===== src/rtl/core/rvx_fifo.sv =====
`timescale 1ns / 1ps

module rvx_fifo #(
  parameter int WIDTH = 8,
  parameter int DEPTH = 2
) (
  input  logic             clk,
  input  logic             rst_n,
  input  logic             push,
  input  logic [WIDTH-1:0] din,
  output logic             full,
  input  logic             pop,
  output logic [WIDTH-1:0] dout,
  output logic             empty
);

  localparam int PW = $clog2(DEPTH);
  localparam int CW = $clog2(DEPTH + 1);

  logic [WIDTH-1:0] mem_r [DEPTH];
  logic [PW-1:0]    wr_ptr_r, rd_ptr_r;
  logic [CW-1:0]    cnt_r;
  logic             do_push, do_pop;

  assign full    = (cnt_r == CW'(DEPTH));
  assign empty   = (cnt_r == '0);
  assign do_push = push && !full;
  assign do_pop  = pop && !empty;
  assign dout    = mem_r[rd_ptr_r];

  always_ff @(posedge clk) begin
    if (do_push) begin
      mem_r[wr_ptr_r] <= din;
    end
  end

  always_ff @(posedge clk) begin
    if (!rst_n) begin
      wr_ptr_r <= '0;
      rd_ptr_r <= '0;
      cnt_r    <= '0;
    end else begin
      if (do_push) begin
        wr_ptr_r <= (wr_ptr_r == PW'(DEPTH - 1)) ? '0 : wr_ptr_r + 1'b1;
      end
      if (do_pop) begin
        rd_ptr_r <= (rd_ptr_r == PW'(DEPTH - 1)) ? '0 : rd_ptr_r + 1'b1;
      end
      if (do_push && !do_pop) begin
        cnt_r <= cnt_r + 1'b1;
      end else if (do_pop && !do_push) begin
        cnt_r <= cnt_r - 1'b1;
      end
    end
  end

endmodule


===== config.mk =====
export PLATFORM = sky130hd
export DESIGN_NAME = rvx_fifo
export DESIGN_NICKNAME = d
export VERILOG_FILES = /design/src/rtl/core/rvx_fifo.sv
export SDC_FILE = /design/constraint.sdc
export NUM_CORES = 1
export LEC_CHECK = 0
export BUFFER_PORTS_ARGS = -buffer_cell sky130_fd_sc_hd__buf_2
export CELL_PAD_IN_SITES_DETAIL_PLACEMENT = 1
export CELL_PAD_IN_SITES_GLOBAL_PLACEMENT = 1
export CORE_MARGIN = 2
export CORE_UTILIZATION = 40
export DETAILED_ROUTE_END_ITERATION = 8
export GPL_TIMING_DRIVEN = 0
export MAX_ROUTING_LAYER = met4
export PLACE_DENSITY_LB_ADDON = 0.1
export SETUP_SLACK_MARGIN = 0.2
export SYNTH_ARGS = -nofsm -noshare
export SYNTH_HDL_FRONTEND = slang
export SYNTH_SLANG_ARGS = --single-unit
export TNS_END_PERCENT = 5

===== constraint.sdc =====
create_clock -name clk -period 1.67 [get_ports clk]
set_input_delay 0.334 -clock clk [delete_from_list [all_inputs] [get_ports clk]]
set_output_delay 0.334 -clock clk [all_outputs]
set_load 0.02 [all_outputs]

==> Yosys cells after proc, flatten, opt, wreduce, memory -nomap -nowiden <==
Memories as Yosys holds them, arrays and structs flattened. A register that Yosys moved wholly into a read port is not among the register bits.
Cells that the tools add are included.
{ "word_totals": {"latch_bits": 0, "n_memories": 1, "mem_bits_ro": 0, "ramBits": 16, "out_inout_bits": 10, "reg_bits": 4} }
{ "mem_list": {"columns": ["memory", "depth", "width", "rd", "rd_ports_with_merged_regs", "wr", "line", "text"], "rows": [
  ["mem_r", 2, 8, 1, 1, 1, "20", "logic [WIDTH-1:0] mem_r [DEPTH];"]
]} }
{ "classes": {"eq_ne": 1, "n_mul": 0, "shift": 0, "magnitude_cmp": 0, "div": 0, "n_mux": 8, "n_reduce_logical": 10, "n_bitwise": 0, "add_sub_neg": 4} }
{ "ops": {"columns": ["op", "count"], "rows": [
  ["two-way mux 1 bit", 6],
  ["logical AND 1 bit", 4],
  ["logical NOT 1 bit", 4],
  ["two-way mux 2 bit", 2],
  ["adder 1 bit, second input constant", 2],
  ["adder 2 x 1 -> 2 bit, second input constant", 1],
  ["== test 2 bit, second input constant", 1],
  ["logical NOT 2 bit", 1],
  ["nonzero test 2 bit", 1],
  ["subtractor 2 x 1 -> 2 bit, second input constant", 1]
]} }

==> Depth between registers and ports, before layout <==
{ "depth": {"ltp_word": 7, "mapped_depth": 7, "mapped_depth_nobuf": 7} }

==> Least setup slack after synthesis <==
OpenSTA, ideal clock, no wires.
{ "synth_timing": {"path_kind": "flip-flop to flip-flop", "start": "register cnt_r[0]", "end": "register cnt_r[1]", "path_slack_ns": 0.156, "stages_incl_launch_ff": 7, "t_arrival_ns": 1.444, "setup_time_ns": 0.070, "path_buffers": 0, "required_time_ns": 1.600, "path_cell_list": "dfxtp_1 nand2b_1 inv_2 nor2_1 ha_1 or3_1 a21boi_1"} }
{ "synth_via": {"elab_chain_len": 6, "elab_cells_between_ends": 15, "classes_between": "2 x add/sub; 1 x eq/ne; 2 x mux; 10 x reduce/logical"} }
{ "synth_lines": {"columns": ["item", "line", "text"], "rows": [
  ["from (decl)", "22", "logic [CW-1:0] cnt_r;"],
  ["from (signal assigned)", "50", "cnt_r <= cnt_r + 1'b1;"],
  ["from (signal assigned)", "52", "cnt_r <= cnt_r - 1'b1;"],
  ["== test 2 bit (*)", "25", "assign full = (cnt_r == CW'(DEPTH));"],
  ["net full", "11", "output logic full,"],
  ["logical NOT 1 bit (*)", "27", "assign do_push = push && !full;"],
  ["logical AND 1 bit (*)", "27", null],
  ["logical NOT 1 bit", "51", "end else if (do_pop && !do_push) begin"],
  ["logical AND 1 bit", "51", null],
  ["nonzero test 2 bit (no line)", null, null]
]} }
Mark *: on every way through the listed nets, which the timed path passes. The rest lies on a longest branch. The select of a mux whose other input is x is not followed.
A chain may end at the register's enable or synchronous reset.

==> impl_summary.txt <==
----------------------------------------------------
[Worst setup path]
  CP max FO ... 8
  Register-to-register setup slack ... around 180 ps
  CP required ... about 1300 ps
  RR Startpoint ... cnt_r[0]$_SDFFE_PN0P_
  Setup Crit Path Kind ... reg2out
  Capture instance of the worst register-to-register path ... cnt_r[1]$_SDFFE_PN0P_
  Startpoint Class ... flop
  Max incr delay on CP ... between 300 and 400 ps
  R2R cell count ... 6
  Element type at the critical path end ... output port
  CP arrival ... ~1200 ps
  Slowest cell on the critical path ... dfxtp_2
  Ordered cell list for the critical path ... buf_8 -> mux2_4 -> buf_6

[Timing]
  WHS ... approximately 220 ps
  Worst rel slew slack ... between 60% and 70%
  Total negative slack for setup checks ... 0 ps
  Post-layout worst setup margin ... slightly below 100 ps
  Slew Limit Fails ... 0
  Worst clock skew ... between 3 and 4 ps
  Total count of hold-check failures in the final report ... 0
  Slew @ Worst Pin ... about 510 ps
  Final Critical Period ... about 1600 ps
  Final setup fails ... 0
  Setup repair after global routing missed its margin ... true
  Fmax achieved ... 635.4 MHz
  Post-route fraction of the period consumed by the critical path ... between 90% and 100%

[Layout]
  Layout cells sized above 1 ... 52.00%
  Non-filler cells, final ... a little over 100
  Layout overhead on the synthesized area ... 34.00%
  Leading cell type in the layout, fill and taps excluded ... edfxtp_1
  Layout net count ... 89
  Fill cell count ... just under 200
  Most frequent cells in the layout ... 16 x edfxtp_1, 13 x buf_2, 8 x mux2_4, 8 x buf_6
  Antenna diode count ... 0

[Routing]
  Avg Vias per Cell ... 4.863
  Total Wirelength ... 1386 µm
  Detail-routed net length per standard cell ... roughly 14 µm
  Final antenna-violating net count ... 0
  Detailed Routing Iterations Pass 1 ... 4
  Total via count after detailed routing ... approximately 500
  Drt first-iter violations ... 4
  Post-detailed-route DRC marker count ... 0

[Synth]
  Proportion of synthesized area in mux cells ... between 10% and 20%
  Sequential area share after synthesis ... a little under three quarters
  Complex-gate fraction of the synthesized area ... ~4.0%
  Share of synthesized cell area in and, or, nand and nor gates ... slightly below 7%
  Parity-gate share of the synthesized area counting xor and xnor cells ... ~3.2%
  Mapped Cells ... 50
  Share of synthesized cell area in full adder, half adder and majority cells ... under 10%
  Avg Synthesized Cell Area ... around 16 µm²
  Distinct cell type count of the synthesized netlist ... 20
  Main combinational cell family by area after synthesis ... multiplexers
  Seq cells post-synth ... 21
  Total of warnings raised by yosys ... 0
  Cell area after technology mapping ... about 810 µm²
  Net count of the mapped netlist ... 63

[Die]
  Row count ... 16
  Initial core utilization ... a little over two fifths
  Core region area ... about 2000 µm²
  Top Ports ... 22
  Area enclosed by the die boundary ... around 2400 µm²
  Height of the die ... 48.99 µm
  Die X-Extent ... 48.99 µm

[Place]
  Final weighted congestion in routability-driven placement ... ~0.74
  Number of buffers inserted by port buffering ... 21
  Detailed placer's ending HPWL ... a little under 1000 µm
  Cell count after placement ... just under 100
  Placement Setup Slack ... approximately 38 ps

[Worst hold path]
  Hold path startpoint ... din[5]
  Worst hold stages ... 1
  HP Class ... in2reg
  Hold-critical path endpoint ... mem_r[0][5]$_DFFE_PP_

[Global route]
  Vias in the first global route ... 500
  Total routing resource utilization after global routing ... 12.87%
  Pin count of the biggest net entering global routing ... 12
  Wire length of the first global-routing pass ... ~2200 µm
  Congestion Overflow GR ... 0
  Antenna violations before repair ... 0

[Clocking]
  H-tree levels ... 1
  CTS Hold Buffers Added ... 0
  Post-CTS setup buffer count ... 0
  Number of buffers added by the clock tree synthesis step ... 3
  Clock tree sinks ... 21
  Root buf cell ... clkbuf_4
  Later-pin clock latency in the skew report ... 290 ps
  CTS tree ... yes
  Maximum clock insertion buffer count ... 2
  CTS clock-pin slew for the worst setup and hold paths ... around 110 ps

[Power and ir drop]
  Cell leakage power ... roughly 0.00044 µW
  Worst IR drop on VDD ... around 810 µV
  Power Dens Cells ... 1562 nW/µm²

[Run status]
  Run status ... completed

[Run]
  Number of maximum-capacitance constraint violations ... 0

----------------------------------------------------
stage by stage:
stage	power (µW)	instance area [µm²]	utilization (%)
6_report	1695	1085	55.86
3_3_place_gp	1275	958.4	49.36
4_1_cts	1563	997.2	51.35
3_5_place_dp	1299	958.4	49.36
5_1_grt	1795	1085	55.86
2_1_floorplan	1136	819.5	-
worst max-delay path: cells and delay by family, from the launching register on:
family   cells  cell delay (ps)
mux          1              320
flops        1              350
buf+inv      2              270
cell families after synthesis:
kind of cell    Yosys count
xor+xnor                  3
flops                    21
compound gates            5
mux                       8
fa+ha+maj                 1
buf+inv                   3
simple gates              9
Yosys cell counts, drive strengths merged:
master  instances  area, µm²
and3            1      6.260
dfxtp           5      100.1
xor2            1      8.760
edfxtp         16      480.5
inv             2      7.500
a21boi          2      15.02
or3             1      6.260
ha              1      12.51
buf             1      5.000
and2            3      18.77
nor3            1      10.01
mux2            8      90.09
o21ai           2      10.00
nor2            2      7.510
o21a            1      7.510
nand2b          1      6.260
xnor2           2      17.52
layout make-up:
cell class,count,area [µm²],area share (%)
Multi-Input combinational cell,26,260.3,23.99
Buffer,1,15.01,1.384
Tap cell,27,33.78,3.114
Clock buffer,4,26.28,2.422
Inverter,2,10.01,0.9227
Sequential cell,21,584.3,53.86
Timing Repair Buffer,21,155.1,14.30
worst max-delay path by stage:
| stage | start | cells after the start | to |
|---|---|---|---|
| after floorplan | cnt_r[0]$_SDFFE_PN0P_ | 6 | cnt_r[1]$_SDFFE_PN0P_ |
| after global placement | cnt_r[0]$_SDFFE_PN0P_ | 3 | mem_r[0][7]$_DFFE_PP_ |
| after detailed placement | cnt_r[0]$_SDFFE_PN0P_ | 3 | mem_r[0][1]$_DFFE_PP_ |
| after CTS | flop | 3 | dout[4] |
| after global routing | flop | 3 | dout[0] |
| final | flop | 3 | dout[4] |
repair_timing:
action / 4_1_cts / 5_1_grt
endpoints found under the setup margin: 18 / 25
pin swaps: 0 / 0
gates resized for setup: 3 / 28
gates cloned: 0 / 0
layer usage:
| layer | part of all wire, % | vias up | global-route usage [%] |
|---|---|---|---|
| met5 | 0 | - | - |
| met4 | 0 | 0 | 4.286 |
| met3 | 4.0 | 0 | 3.067 |
| met2 | 54 | 12 | 22.83 |
| met1 | 42 | 249 | 14.14 |
| li1 | - | 235 | - |
flip-flops by register name, summed over array words and instances (netlist names), named ones only:
name and count:
cnt_r 2, rd_ptr_r 1, mem_r 16, wr_ptr_r 1
report_power, final:
| part | switching [µW] | total (µW) | internal [µW] |
|---|---|---|---|
| Sequential | 59.9 | 734 | 674 |
| Combinational | 344 | 722 | 378 |
| Clock | 146 | 239 | 92.8 |
(Power assumes the default switching activity.)
