### src/rtl/core/rvx_pkg.sv
`timescale 1ns / 1ps

package rvx_pkg;

  typedef enum logic [1:0] {
    CMD_EXEC  = 2'd0,
    CMD_WRITE = 2'd1,
    CMD_READ  = 2'd2,
    CMD_NONE  = 2'd3
  } cmd_t;

  typedef enum logic [3:0] {
    CL_JAL,
    CL_JALR,
    CL_BRANCH,
    CL_LOAD,
    CL_STORE,
    CL_AUIPC,
    CL_LUI,
    CL_ALU,
    CL_NOP,
    CL_ILLEGAL
  } cls_t;

  typedef enum logic [3:0] {
    ALU_ADD,
    ALU_SUB,
    ALU_SLL,
    ALU_SLT,
    ALU_SLTU,
    ALU_XOR,
    ALU_SRL,
    ALU_SRA,
    ALU_OR,
    ALU_AND
  } aluop_t;

  typedef enum logic [1:0] {
    BK_RD,
    BK_EX,
    BK_MEM
  } bk_state_t;

  localparam logic [6:0] OPC_JAL    = 7'b110_1111;
  localparam logic [6:0] OPC_JALR   = 7'b110_0111;
  localparam logic [6:0] OPC_BRANCH = 7'b110_0011;
  localparam logic [6:0] OPC_LOAD   = 7'b000_0011;
  localparam logic [6:0] OPC_STORE  = 7'b010_0011;
  localparam logic [6:0] OPC_AUIPC  = 7'b001_0111;
  localparam logic [6:0] OPC_LUI    = 7'b011_0111;
  localparam logic [6:0] OPC_OPIMM  = 7'b001_0011;
  localparam logic [6:0] OPC_OP     = 7'b011_0011;
  localparam logic [6:0] OPC_SYSTEM = 7'b111_0011;

  localparam logic [6:0]  F7_ZERO  = 7'b0000000;
  localparam logic [6:0]  F7_ALT   = 7'b0100000;
  localparam logic [31:0] ECALL_WORD = 32'h0000_0073;
  localparam logic [31:0] UPPER_MASK = 32'hffff_f000;
  localparam int          DATA_SEL_BIT = 28;

  typedef struct packed {
    cmd_t         cmd;
    cls_t         cls;
    aluop_t       aluop;
    logic         use_imm;
    logic [2:0]   f3;
    logic [4:0]   rd;
    logic [4:0]   rs1;
    logic [4:0]   rs2;
    logic [31:0]  imm;
    logic [9:0]   mem_index;
    logic [31:0]  mem_data;
  } dec_t;

  typedef struct packed {
    logic [31:0] next_pc;
    logic        error_flag;
    logic [31:0] read_data;
    logic        reg_write_en;
    logic [4:0]  reg_dest;
    logic [31:0] reg_value;
    logic        mem_write_en;
    logic [9:0]  mem_write_index;
    logic [31:0] mem_write_value;
  } result_t;

endpackage

### src/rtl/core/rvx_fifo.sv
`timescale 1ns / 1ps

module rvx_fifo #(
  parameter int WIDTH = 8,
  parameter int DEPTH = 2
) (
  input  logic             clk,
  input  logic             rst_n,
  input  logic             push,
  input  logic [WIDTH-1:0] din,
  output logic             full,
  input  logic             pop,
  output logic [WIDTH-1:0] dout,
  output logic             empty
);

  localparam int PW = $clog2(DEPTH);
  localparam int CW = $clog2(DEPTH + 1);

  logic [WIDTH-1:0] mem_r [DEPTH];
  logic [PW-1:0]    wr_ptr_r, rd_ptr_r;
  logic [CW-1:0]    cnt_r;
  logic             do_push, do_pop;

  assign full    = (cnt_r == CW'(DEPTH));
  assign empty   = (cnt_r == '0);
  assign do_push = push && !full;
  assign do_pop  = pop && !empty;
  assign dout    = mem_r[rd_ptr_r];

  always_ff @(posedge clk) begin
    if (do_push) begin
      mem_r[wr_ptr_r] <= din;
    end
  end

  always_ff @(posedge clk) begin
    if (!rst_n) begin
      wr_ptr_r <= '0;
      rd_ptr_r <= '0;
      cnt_r    <= '0;
    end else begin
      if (do_push) begin
        wr_ptr_r <= (wr_ptr_r == PW'(DEPTH - 1)) ? '0 : wr_ptr_r + 1'b1;
      end
      if (do_pop) begin
        rd_ptr_r <= (rd_ptr_r == PW'(DEPTH - 1)) ? '0 : rd_ptr_r + 1'b1;
      end
      if (do_push && !do_pop) begin
        cnt_r <= cnt_r + 1'b1;
      end else if (do_pop && !do_push) begin
        cnt_r <= cnt_r - 1'b1;
      end
    end
  end

endmodule

### src/rtl/core/rvx_front.sv
`timescale 1ns / 1ps

module rvx_front (
  input  logic            clk,
  input  logic            rst_n,
  input  logic            push,
  output logic            full,
  input  logic [1:0]      cmd,
  input  logic [31:0]     instruction,
  input  logic [9:0]      mem_index,
  input  logic [31:0]     mem_data,
  input  logic            pop,
  output logic            head_valid,
  output rvx_pkg::dec_t   head
);

  rvx_pkg::dec_t dec;
  logic [6:0]  op, f7;
  logic [2:0]  f3;
  logic [31:0] immi, imms, immb, immj, immu;
  logic        q_empty;

  assign op   = instruction[6:0];
  assign f3   = instruction[14:12];
  assign f7   = instruction[31:25];
  assign immi = {{20{instruction[31]}}, instruction[31:20]};
  assign imms = {{20{instruction[31]}}, instruction[31:25], instruction[11:7]};
  assign immb = {{19{instruction[31]}}, instruction[31], instruction[7],
                 instruction[30:25], instruction[11:8], 1'b0};
  assign immj = {{11{instruction[31]}}, instruction[31], instruction[19:12],
                 instruction[20], instruction[30:21], 1'b0};
  assign immu = instruction & rvx_pkg::UPPER_MASK;

  // Classify the word.
  always_comb begin
    dec           = '0;
    dec.cmd       = rvx_pkg::cmd_t'(cmd);
    dec.f3        = f3;
    dec.rd        = instruction[11:7];
    dec.rs1       = instruction[19:15];
    dec.rs2       = instruction[24:20];
    dec.mem_index = mem_index;
    dec.mem_data  = mem_data;
    dec.aluop     = rvx_pkg::ALU_ADD;
    dec.cls       = rvx_pkg::CL_ILLEGAL;
    case (op)
      rvx_pkg::OPC_JAL: begin
        dec.cls = rvx_pkg::CL_JAL;
        dec.imm = immj;
      end
      rvx_pkg::OPC_JALR: begin
        dec.cls = (f3 == 3'd0) ? rvx_pkg::CL_JALR : rvx_pkg::CL_ILLEGAL;
        dec.imm = immi;
      end
      rvx_pkg::OPC_BRANCH: begin
        dec.cls = (f3 inside {3'd2, 3'd3}) ? rvx_pkg::CL_ILLEGAL : rvx_pkg::CL_BRANCH;
        dec.imm = immb;
      end
      rvx_pkg::OPC_LOAD: begin
        dec.cls = (f3 inside {3'd3, 3'd6, 3'd7}) ? rvx_pkg::CL_ILLEGAL : rvx_pkg::CL_LOAD;
        dec.imm = immi;
      end
      rvx_pkg::OPC_STORE: begin
        dec.cls = (f3 > 3'd2) ? rvx_pkg::CL_ILLEGAL : rvx_pkg::CL_STORE;
        dec.imm = imms;
      end
      rvx_pkg::OPC_AUIPC: begin
        dec.cls = rvx_pkg::CL_AUIPC;
        dec.imm = immu;
      end
      rvx_pkg::OPC_LUI: begin
        dec.cls = rvx_pkg::CL_LUI;
        dec.imm = immu;
      end
      rvx_pkg::OPC_OPIMM: begin
        dec.cls     = rvx_pkg::CL_ALU;
        dec.imm     = immi;
        dec.use_imm = 1'b1;
        case (f3)
          3'd0: dec.aluop = rvx_pkg::ALU_ADD;
          3'd2: dec.aluop = rvx_pkg::ALU_SLT;
          3'd3: dec.aluop = rvx_pkg::ALU_SLTU;
          3'd4: dec.aluop = rvx_pkg::ALU_XOR;
          3'd6: dec.aluop = rvx_pkg::ALU_OR;
          3'd7: dec.aluop = rvx_pkg::ALU_AND;
          3'd1: begin
            if (f7 == rvx_pkg::F7_ZERO) dec.aluop = rvx_pkg::ALU_SLL;
            else dec.cls = rvx_pkg::CL_ILLEGAL;
          end
          default: begin
            if (f7 == rvx_pkg::F7_ZERO) dec.aluop = rvx_pkg::ALU_SRL;
            else if (f7 == rvx_pkg::F7_ALT) dec.aluop = rvx_pkg::ALU_SRA;
            else dec.cls = rvx_pkg::CL_ILLEGAL;
          end
        endcase
      end
      rvx_pkg::OPC_OP: begin
        dec.cls = rvx_pkg::CL_ALU;
        if (f7 == rvx_pkg::F7_ALT && f3 == 3'd0) begin
          dec.aluop = rvx_pkg::ALU_SUB;
        end else if (f7 == rvx_pkg::F7_ALT && f3 == 3'd5) begin
          dec.aluop = rvx_pkg::ALU_SRA;
        end else if (f7 != rvx_pkg::F7_ZERO) begin
          dec.cls = rvx_pkg::CL_ILLEGAL;
        end else begin
          case (f3)
            3'd0:    dec.aluop = rvx_pkg::ALU_ADD;
            3'd1:    dec.aluop = rvx_pkg::ALU_SLL;
            3'd2:    dec.aluop = rvx_pkg::ALU_SLT;
            3'd3:    dec.aluop = rvx_pkg::ALU_SLTU;
            3'd4:    dec.aluop = rvx_pkg::ALU_XOR;
            3'd5:    dec.aluop = rvx_pkg::ALU_SRL;
            3'd6:    dec.aluop = rvx_pkg::ALU_OR;
            default: dec.aluop = rvx_pkg::ALU_AND;
          endcase
        end
      end
      rvx_pkg::OPC_SYSTEM: begin
        dec.cls = (instruction == rvx_pkg::ECALL_WORD) ? rvx_pkg::CL_NOP
                                                       : rvx_pkg::CL_ILLEGAL;
      end
      default: dec.cls = rvx_pkg::CL_ILLEGAL;
    endcase
  end

  rvx_fifo #(
    .WIDTH($bits(rvx_pkg::dec_t)),
    .DEPTH(2)
  ) u_dec_q (
    .clk   (clk),
    .rst_n (rst_n),
    .push  (push),
    .din   (dec),
    .full  (full),
    .pop   (pop),
    .dout  (head),
    .empty (q_empty)
  );

  assign head_valid = !q_empty;

endmodule

### config.mk
export PLATFORM = sky130hd
export DESIGN_NAME = rvx_front
export DESIGN_NICKNAME = d
export VERILOG_FILES = /design/src/rtl/core/rvx_pkg.sv /design/src/rtl/core/rvx_fifo.sv /design/src/rtl/core/rvx_front.sv
export SDC_FILE = /design/constraint.sdc
export NUM_CORES = 1
export LEC_CHECK = 0
export ABC_AREA = 1
export BUFFER_PORTS_ARGS = -buffer_cell sky130_fd_sc_hd__buf_2
export CAP_MARGIN = 20
export CELL_PAD_IN_SITES_DETAIL_PLACEMENT = 0
export CELL_PAD_IN_SITES_GLOBAL_PLACEMENT = 2
export CORE_ASPECT_RATIO = 1.1
export CORE_UTILIZATION = 34
export CTS_CLUSTER_SIZE = 20
export DETAILED_ROUTE_END_ITERATION = 8
export PLACE_DENSITY = 0.79
export SYNTH_ARGS = -nofsm -noshare
export SYNTH_HDL_FRONTEND = slang
export SYNTH_SLANG_ARGS = --single-unit
### constraint.sdc
create_clock -name clk -period 4.9 [get_ports clk]
set_input_delay 0.245 -clock clk [delete_from_list [all_inputs] [get_ports clk]]
set_output_delay 0.245 -clock clk [all_outputs]
set_load 0.01 [all_outputs]
* Word level (Yosys, flattened, before mapping) *
Memories as Yosys holds them, arrays and structs flattened. A register that Yosys moved wholly into a read port is not among the register bits.
Cells that the tools add are included.

storage, ports and cells
  bits of input ports = 80
  flip-flop bits (word level) = 4
  memories = 1
  logic and storage cells = 81
  output and inout bits = 105
  RAM bits = 206

memories
  name           words  bits a word  rd ports  clocked after Yosys merged registers in  write ports  RTL line        RTL
  u_dec_q.mem_r  2      103          1         1                                        1            rvx_fifo.sv:20  logic [WIDTH-1:0] mem_r [DEPTH];

operators by class
  $add $sub $neg = 4
  muxes and demuxes = 32
  magnitude comparators = 1
  reductions and logical operators = 20
  equality and inequality tests = 20

operator list
  operator               number
  $pmux W32 S5           1
  $pmux W4 S7            2
  $mux W4                13
  $pmux W4 S10           1
  $eq A32 B7 Y1 const B  1
  $eq A7 B6 Y1 const B   4
  $eq A7 B7 Y1 const B   4
  $pmux W4 S2            2
  $eq A7 B5 Y1 const B   2
  $eq A3 B3 Y1 const B   4
  $mux W1                8
  $eq A7 B2 Y1 const B   1
  $logic_not A7 Y1       1
  $reduce_bool A7 Y1     1
  $eq A3 B2 Y1 const B   2
  $logic_and A1 B1 Y1    6
  $mux W2                3
  $mux W3                2
  $reduce_or A6 Y1       1
  $logic_not A1 Y1       4
  $reduce_bool A2 Y1     2
  $eq A3 B1 Y1 const B   1
  $gt A3 B2 Y1 const B   1
  $logic_not A3 Y1       1
  other kinds (8)        9

* Longest topological paths before layout *
  depth in word-level cells = 7
  gate-level depth with buffers = 10
  mapped depth without buffers = 10

* Cells and area by module *
A second synthesis with hierarchy kept.

unflattened totals
  cell total of the unflattened synthesis = 580
  area total of the unflattened synthesis = 8768.4 um^2

modules (own cells, without submodules)
  module     area an instance (um^2)  instances  seq. area each (um^2)  cells an instance
  rvx_fifo   7688.6                   1          6286.0                 358
  rvx_front  1079.8                   1          0.0                    222

* Worst setup path before layout *
Ideal clock, no wire load.

  kind = register to register
  start = reg u_dec_q.cnt_r[1]
  end = mem u_dec_q.mem_r[1][0] (netlist bit) (enable)
  slack = -0.499 ns
  library setup time = 0.568 ns
  buffers on the path = 0
  arrival time = 4.831 ns
  stages on the path, launching flop included = 4
  period minus slack after synthesis = 5.399 ns
  data required time = 4.332 ns
  cells stage by stage = dfxtp_1 > inv_1 > o21ai_0 > nor2_1

between the ends
  cells in the longest elaborated chain, start to end = 5

ends and longest elaborated chain
  what                           RTL line        RTL
  start, declared                rvx_fifo.sv:22  logic [CW-1:0] cnt_r;
  start signal, assigned         rvx_fifo.sv:50  cnt_r <= cnt_r + 1'b1;
  start signal, assigned         rvx_fifo.sv:52  cnt_r <= cnt_r - 1'b1;
  $eq A2 B2 Y1                   rvx_fifo.sv:25  assign full = (cnt_r == CW'(DEPTH));
  $logic_not A1 Y1               rvx_fifo.sv:27  assign do_push = push && !full;
  $logic_and A1 B1 Y1            rvx_fifo.sv:27
  $mux W1                        rvx_fifo.sv:32  if (do_push) begin
  $mux W1 (not written as such)  rvx_fifo.sv:33  mem_r[wr_ptr_r] <= din;
  end, declared                  rvx_fifo.sv:20

Every way passes these cells.

==> results.md <==
* CP max FO at 61
* Hpwl dp at 12.8 mm
* Endpoints failing setup at 0
* Routed length per placed instance at 16.8 um
* Yosys reg bits at 211
* Largest net degree at the start of global routing at 62
* CTS Root Cell: clkbuf_16
* Slew at the pin closest to its max-slew limit at 0.869 ns
* Leak Pwr at 0.00439 uW
* Syn-to-layout area delta at 30.5%
* Clk pin slew, worst setup/hold paths at 0.05 ns
* Vias at 5309
* Post-Syn Area at 8620 um2
* Die area at 26000 um2
* Drt total wl at 19.2 mm
* Max stage delay on crit path at 0.90 ns
* Mapped Avg Cell Area at 15.5 um2
* RSZ-0062 raised after global routing: no
* Synth area leaders: edfxtp_1 (72%), mux2_2 (13%), nand2_1 (2.4%)
* Reg2Reg Depth at 4
* Hold Path Class: input pin to flop
* Status: complete, no violations
* Max cap viols at 0
* GRT overflow at 0
* Hold Path Origin: instruction[13]
* Critical path launch point type: flop
* H-tree Lvls at 1
* Cell Rows at 60
* First-pass GRT wire length at 28.8 mm
* Area share of the largest cell type after synthesis at 71.8%
* CP required at 4.66 ns
* Yosys top cell by area: edfxtp_1
* Gate Count Post-Synth at 556
* Maximum clock rate at 0.344 GHz
* I/O Pins at 185
* Critical path's slowest cell: dfxtp_4
* Critical path type: flop to primary output
* Pwr dens at 462 nW/um2
* Post-route ant nets at 0
* GPL Wtd Cong at 0.781
* Num CTS Buffers at 23
* Vias in the first global route at 5271
* Global-route usage over all layers at 14.4%
* Core Region at 24700 um2
* R2r setup slk at 2.59 ns
* Setup ws final at 1.99 ns
* Die height at 169 um
* Clock Latency Late Sink at 0.50 ns
* Initial antenna violation count at 0
* Power Total at 5190 uW
* Yosys warnings at 0
* Share of cells above drive strength 1 at 41.8%
* # diodes at 0
* Syn_nets at 637
* Worst Setup End Kind: primary output
* Final hold violations at 0
* WHS Path Cells at 1
* Input/output buffers at 184
* CP Cell Sequence: buf_4 > mux2_2 > buf_2
* Die W at 154 um
* Resize count post-CTS at 0
* TritonCTS clock tree: yes
* Count of final max-slew check failures at 0
* Postcts setup bufs at 0
* Post-route cell area at 11200 um2
* Setup TNS at 0 ns
* Clock Path Buffers at 3
* Clock skew at 0.0126 ns
* Max IR drop VDD at 0.365 mV
* Starting density of the core at 34.9%
* Placed cell area at 9910 um2
* RR Startpoint: u_dec_q.cnt_r[1]
* Reg2Reg Capture Point: u_dec_q.mem_r[0][90]
* Sequential share of the synthesized area at 72.9%
* WHS at 0.0199 ns
* DR pass1 iterations at 4
* Tmin final at 2.91 ns
* DRT iter0 DRCs at 217
* Worst slack, placed at 2.48 ns
* Synth cell types at 28
* Ratio of final minimum period to clock period at 59.4%
* Relative slew slack at 42.1%
* Clk sinks at 211
* Nets at 895
* WP data arrival at 2.66 ns
* DRC violations left at 0
* Hold Crit Endpoint: u_dec_q.mem_r[1][90]
* Vias/cell at 4.66
[worst max-delay path by stage]
stage / startpoint / endpoint / slack, ns
5_1_grt: flop / head[48] / 1.80
3_3_place_gp: flop / head[69] / 2.47
3_5_place_dp: flop / head[69] / 2.48
4_1_cts: flop / head[69] / 1.93
2_1_floorplan: u_dec_q.cnt_r[1] / u_dec_q.mem_r[1][0] / 1.21
6_report: flop / head[69] / 1.99
[state kept, by name, indices dropped and copies added, names as in the netlist, named ones only]
| name | cells |
|---|---|
| u_dec_q.cnt_r | 2 |
| u_dec_q.wr_ptr_r | 1 |
| u_dec_q.rd_ptr_r | 1 |
| u_dec_q.mem_r | 206 |
[layout by cell type, fill, tap and decap left out, drive strengths merged]
master / count
buf: 189
nor3: 2
clkinv: 10
dfxtp: 5
clkinvlp: 1
edfxtp: 206
nand3b: 1
nor2: 41
a21oi: 13
clkbuf: 26
nand2: 59
a32o: 1
dlygate4sd3: 58
bufinv: 4
o2111ai: 1
nand3: 19
nand4: 5
o21ai: 23
mux2: 103
inv: 49
o22ai: 13
ha: 1
[cell families after synthesis]
logic type                 share of synthesized area [%]
AOI/OAI and AO/OA                                   3.43
adders and majority gates                          0.145
buffers and inverters                               3.00
DFF                                                 72.9
muxes                                               13.5
and+or+nand+nor                                     7.04
[per-stage QoR]
stage | std cells | utilization (%)
floorplan | 556 | -
global placement | 1041 | 40.1
detailed placement | 1041 | 40.1
CTS | 1140 | 45.5
global route | 1140 | 45.5
finish | 1140 | 45.5
[cells in the mapped netlist]
cell type	n
nor3_4	1
nand3_1	19
o22ai_1	13
nand4_1	5
o2111ai_1	1
buf_2	12
nand3b_1	1
o21ai_0	21
mux2_2	103
nand2_1	54
ha_1	1
a21oi_1	13
nor2_2	2
edfxtp_1	206
nor2_4	3
buf_6	1
a32o_1	1
nand2_4	4
o21ai_4	1
nor2_1	35
nor3_1	1
inv_1	44
inv_2	5
o21ai_2	1
nand2_2	1
dfxtp_1	5
clkbuf_1	1
nor2_8	1
[timing repair]
item / in CTS / in global routing
hold endpoints to repair: 116 / 0
endpoints found under the setup margin: 0 / 0
hold buffers: 58 / 0
[report_power, final]
group	internal (uW)	switching, uW
logic	498	579
registers	2280	111
clock network	1070	658
[worst max-delay path, delay by kind of cell (launching register included)]
family | cells | cell delay (ns)
multiplexers | 1 | 0.43
flip-flops | 1 | 0.90
buffers and inverters | 2 | 0.75
[layout make-up]
type	instances	area (um2)
Multi-Input combinational cell	282	2090
Tap cell	310	388
Inverter	49	184
Fill cell	2222	13500
Sequential cell	211	6290
Clock inverter	15	171
Clock buffer	26	587
Timing Repair Buffer	247	1540
[layer usage]
layer | track usage [%] | wire, um
met1 | 18.1 | 8230
met2 | 24.9 | 9580
met3 | 2.41 | 800
met4 | 5.22 | 552
met5 | 0 | 0
Power figures use the tool's default switching activity.
